## config.mk

```make
export PLATFORM = sky130hd
export DESIGN_NAME = mcw_ram
export DESIGN_NICKNAME = d
export VERILOG_FILES = /design/src/hdl/mcw_ram.sv
export SDC_FILE = /design/constraint.sdc
export NUM_CORES = 2
export LEC_CHECK = 0
export ABC_AREA = 1
export BUFFER_PORTS_ARGS = -buffer_cell sky130_fd_sc_hd__buf_2
export CAP_MARGIN = 20
export CELL_PAD_IN_SITES_DETAIL_PLACEMENT = 1
export CELL_PAD_IN_SITES_GLOBAL_PLACEMENT = 1
export CORE_MARGIN = 10
export CORE_UTILIZATION = 52
export CTS_BUF_LIST = sky130_fd_sc_hd__clkbuf_4 sky130_fd_sc_hd__clkbuf_8 sky130_fd_sc_hd__clkbuf_16
export DETAILED_ROUTE_END_ITERATION = 10
export PLACE_DENSITY_LB_ADDON = 0.05
export SETUP_SLACK_MARGIN = 0.4
export SLEW_MARGIN = 20
export SYNTH_ARGS = -nofsm -noshare
export SYNTH_HDL_FRONTEND = slang
export SYNTH_SLANG_ARGS = --single-unit
```

## constraint.sdc

```tcl
create_clock -name i_clk -period 2.2 [get_ports i_clk]
set_clock_uncertainty 0.15 [all_clocks]
set_input_delay 0.22 -clock i_clk [delete_from_list [all_inputs] [get_ports i_clk]]
set_output_delay 0.22 -clock i_clk [all_outputs]
set_load 0.02 [all_outputs]
```

## src/hdl/mcw_ram.sv

```systemverilog
// Generic single-write, single-read RAM with registered read data.
`default_nettype none

module mcw_ram #(
    parameter int WIDTH  = 8,
    parameter int DEPTH  = 256,
    parameter int ADDR_W = $clog2(DEPTH)
) (
    input  wire logic              i_clk,
    input  wire logic              i_wr_en,
    input  wire logic [ADDR_W-1:0] i_wr_addr,
    input  wire logic [WIDTH-1:0]  i_wr_data,
    input  wire logic [ADDR_W-1:0] i_rd_addr,
    output logic      [WIDTH-1:0]  o_rd_data
);

    logic [WIDTH-1:0] r_mem [DEPTH];

    // Write port
    always_ff @(posedge i_clk) begin
        if (i_wr_en) begin
            r_mem[i_wr_addr] <= i_wr_data;
        end
    end

    // Registered read port
    always_ff @(posedge i_clk) begin
        o_rd_data <= r_mem[i_rd_addr];
    end

endmodule

`default_nettype wire

```

==> results by group <==
Run status
  • Status: finished, final reports clean

Final layout
  • Fill cells: 15.6k
  • Final Util: 0.631
  • Design area: 100000 µm²
  • Fraction of layout cells with a size suffix above 1: 0.182
  • Post-Layout Cell Count: 9783
  • Nets: 7560
  • Area Growth Syn to Fin: 20.2%

Drt
  • Routed len/inst: 28.5 µm
  • DRC violations left: 0
  • DR iter-0 viols: 6794
  • Vias: 59.7k
  • Routed Antenna Nets: 0
  • Post-DR vias/cell: 6.10
  • Pre-Repair DR Iteration Count: 6
  • Final wirelength: 279000 µm

Worst setup path
  • Reg2Reg Depth: 10
  • CP max FO: 1
  • Crit path DAT: 2.40 ns
  • Reg2Reg Capture Point: o_rd_data[3]
  • Worst Setup SP: r_mem[203][3]
  • Startpoint Class: flip-flop
  • Crit path capture type: flip-flop
  • Critical path required time: 2.79 ns
  • Reg-to-reg startpoint: r_mem[203][3]
  • R2R Setup Slk: 0.39 ns
  • Crit path kind: flip-flop to flip-flop

Logic synthesis
  • Cell type with the largest total area after synthesis: edfxtp_1
  • Yosys cell types: 14
  • Post-synth top cells: nand2_1 (2123), edfxtp_1 (2048), nand3_1 (2019), nor2_1 (283), buf_2 (268)
  • Top-count cell post-synth: nand2_1
  • Synth top area cells: edfxtp_1 (74%), nand3_1 (12%), nand2_1 (9.6%)
  • Number of synthesized register bits: 2056
  • Mapped Nets: 7029
  • Syn avg cell area: 11.9 µm²
  • Post-synth EDFFs: 2048
  • Gate Count Post-Synth: 7003
  • Synthesized area: 83400 µm²
  • Warnings from Yosys: 0
  • Synth Flop Type: edfxtp_1
  • Sequential fraction of the synthesis area: 0.739
  • Ys async rst share: 0
  • Synth top area share: 0.737

Floorplan
  • Io pins: 34
  • Die Wd: 420 µm
  • Initial Utilization: 0.525
  • Die area: 177000 µm²
  • Row Count: 146
  • Die height: 420 µm
  • Total core area: 159000 µm²

GRT
  • Initial antenna violation count: 8
  • Congestion Overflow GR: 0
  • First-pass GRT wire length: 410000 µm
  • Number of global-route vias before repair: 62.8k
  • Tot GR Track Use: 0.312
  • Largest net degree at the start of global routing: 78

Power
  • Total design power: 0.0857 W
  • Static Leak: 36.4 nW
  • Peak VDD IR: 926 µV
  • Power Density: 855 nW/µm²

Clock tree
  • H-tree Lvls: 4
  • Root Buffer Master: clkbuf_16
  • Worst skew pair latency: 0.87 ns
  • Clk sinks: 2056
  • TritonCTS clock tree: built
  • Clock tree buffer depth: 3
  • CTS clk-pin slew, worst paths: 0.06 ns
  • Clock buffer count from CTS: 209

Place
  • Final HPWL DP: 177000 µm
  • Post-DP Area: 91500 µm²
  • RD Place Congestion: 0.874
  • Placed Cells: 9377
  • PortBufs: 33

Run
  • Max-cap violations: 0

Min path
  • Worst Hold Depth: 4
  • Hold Path Class: primary input to flip-flop
  • Hold Path Sink: r_mem[14][7]
  • HP Start: i_wr_addr[4]

STA
  • Final Cycle Share: 0.822
  • RSZ-0062 raised after global routing: yes
  • Hold violation count in the final report: 0
  • Final setup vio count: 0
  • Minimum clock period: 1.81 ns
  • Slew at the pin closest to its max-slew limit: 0.903 ns
  • Worst slew margin: 0.398
  • Final slew viol count: 0
  • F_max: 0.553 GHz
-- metal layers --
layer  wire, µm  GRT usage
met5         45          0
met4      11700      0.132
met3      20500     0.0521
met2     136000      0.510
met1     111000      0.415
-- worst max-delay path by stage --
| stage | endpoint | slack, ns | cells after the start |
|---|---|---|---|
| after floorplan | r_mem[162][0] | 0.34 | 4 |
| after global placement | o_rd_data[3] | -0.62 | 15 |
| after detailed placement | o_rd_data[7] | -0.62 | 15 |
| after CTS | o_rd_data[2] | 0.34 | 1 |
| after global routing | o_rd_data[2] | 0.37 | 10 |
| final | o_rd_data[3] | 0.39 | 10 |
-- layout by cell type (no fill, tap or decap), types with 25 or more instances in the layout --
cell type and count:
nand2_1 2093, edfxtp_1 2048, nand3_1 1788, buf_4 596, nor2_1 282, clkbuf_16 222
nand3_2 181, buf_12 152, clkbuf_4 54, nand3_4 50, clkinv_2 40, clkinv_1 38
inv_1 34, nand2_2 25
-- worst max-delay path, cell delays in order, from the launching register on --
cell and delay (ns):
edfxtp_1 0.38, nand2_1 0.10, nand3_1 0.17, nand3_1 0.15, nand3_1 0.12, nand3_1 0.15
nand3_2 0.15, nand3_4 0.14, nand2_1 0.07, nand2_1 0.07, nand2_1 0.06
-- report_power, final --
group	switching [W]	total [W]	internal, W
clock	0.0150	0.0359	0.0209
combinational	0.00455	0.00656	0.00201
sequential	0.0000859	0.0433	0.0432
total	0.0196	0.0857	0.0661
-- registers in the layout (all words and copies together) (netlist names) --
| name | count |
|---|---|
| o_rd_data | 8 |
| r_mem | 2048 |
-- per-stage QoR --
step | setup TNS, ns | hold slack, ns | setup WS, ns
floorplan | 0 | 0.169 | 0.339
global placement | -3.96 | 0.441 | -0.622
detailed placement | -9.09 | 0.442 | -0.619
CTS | 0 | 0.00259 | 0.342
global route | 0 | 0.0987 | 0.365
finish | 0 | 0.0705 | 0.391
-- kinds of logic after synthesis --
| group | synth area share |
|---|---|
| AND/OR/NAND/NOR | 0.229 |
| flip-flops | 0.739 |
| buffers and inverters | 0.0312 |
-- layout make-up --
| cell class | instances | area (µm²) | share of cell area |
|---|---|---|---|
| timing repair buffer | 803 | 8130 | 0.0811 |
| multi-input combinational | 4425 | 20800 | 0.207 |
| tap | 2072 | 2590 | 0.0259 |
| antenna | 5 | 12.5 | 0.000125 |
| inverter | 39 | 180 | 0.00180 |
| clock inverter | 102 | 887 | 0.00885 |
| sequential | 2056 | 61700 | 0.615 |
| clock buffer | 281 | 6020 | 0.0600 |
-- what timing repair did --
item,CTS,global route
hold buffers,17,0
endpoints found under the setup margin,16,12
gates resized for setup,157,186
endpoints found under the hold margin,1937,0
buffers inserted,0,0
pin swaps,7,57
cloned,0,1
Power figures use the tool's default switching activity.
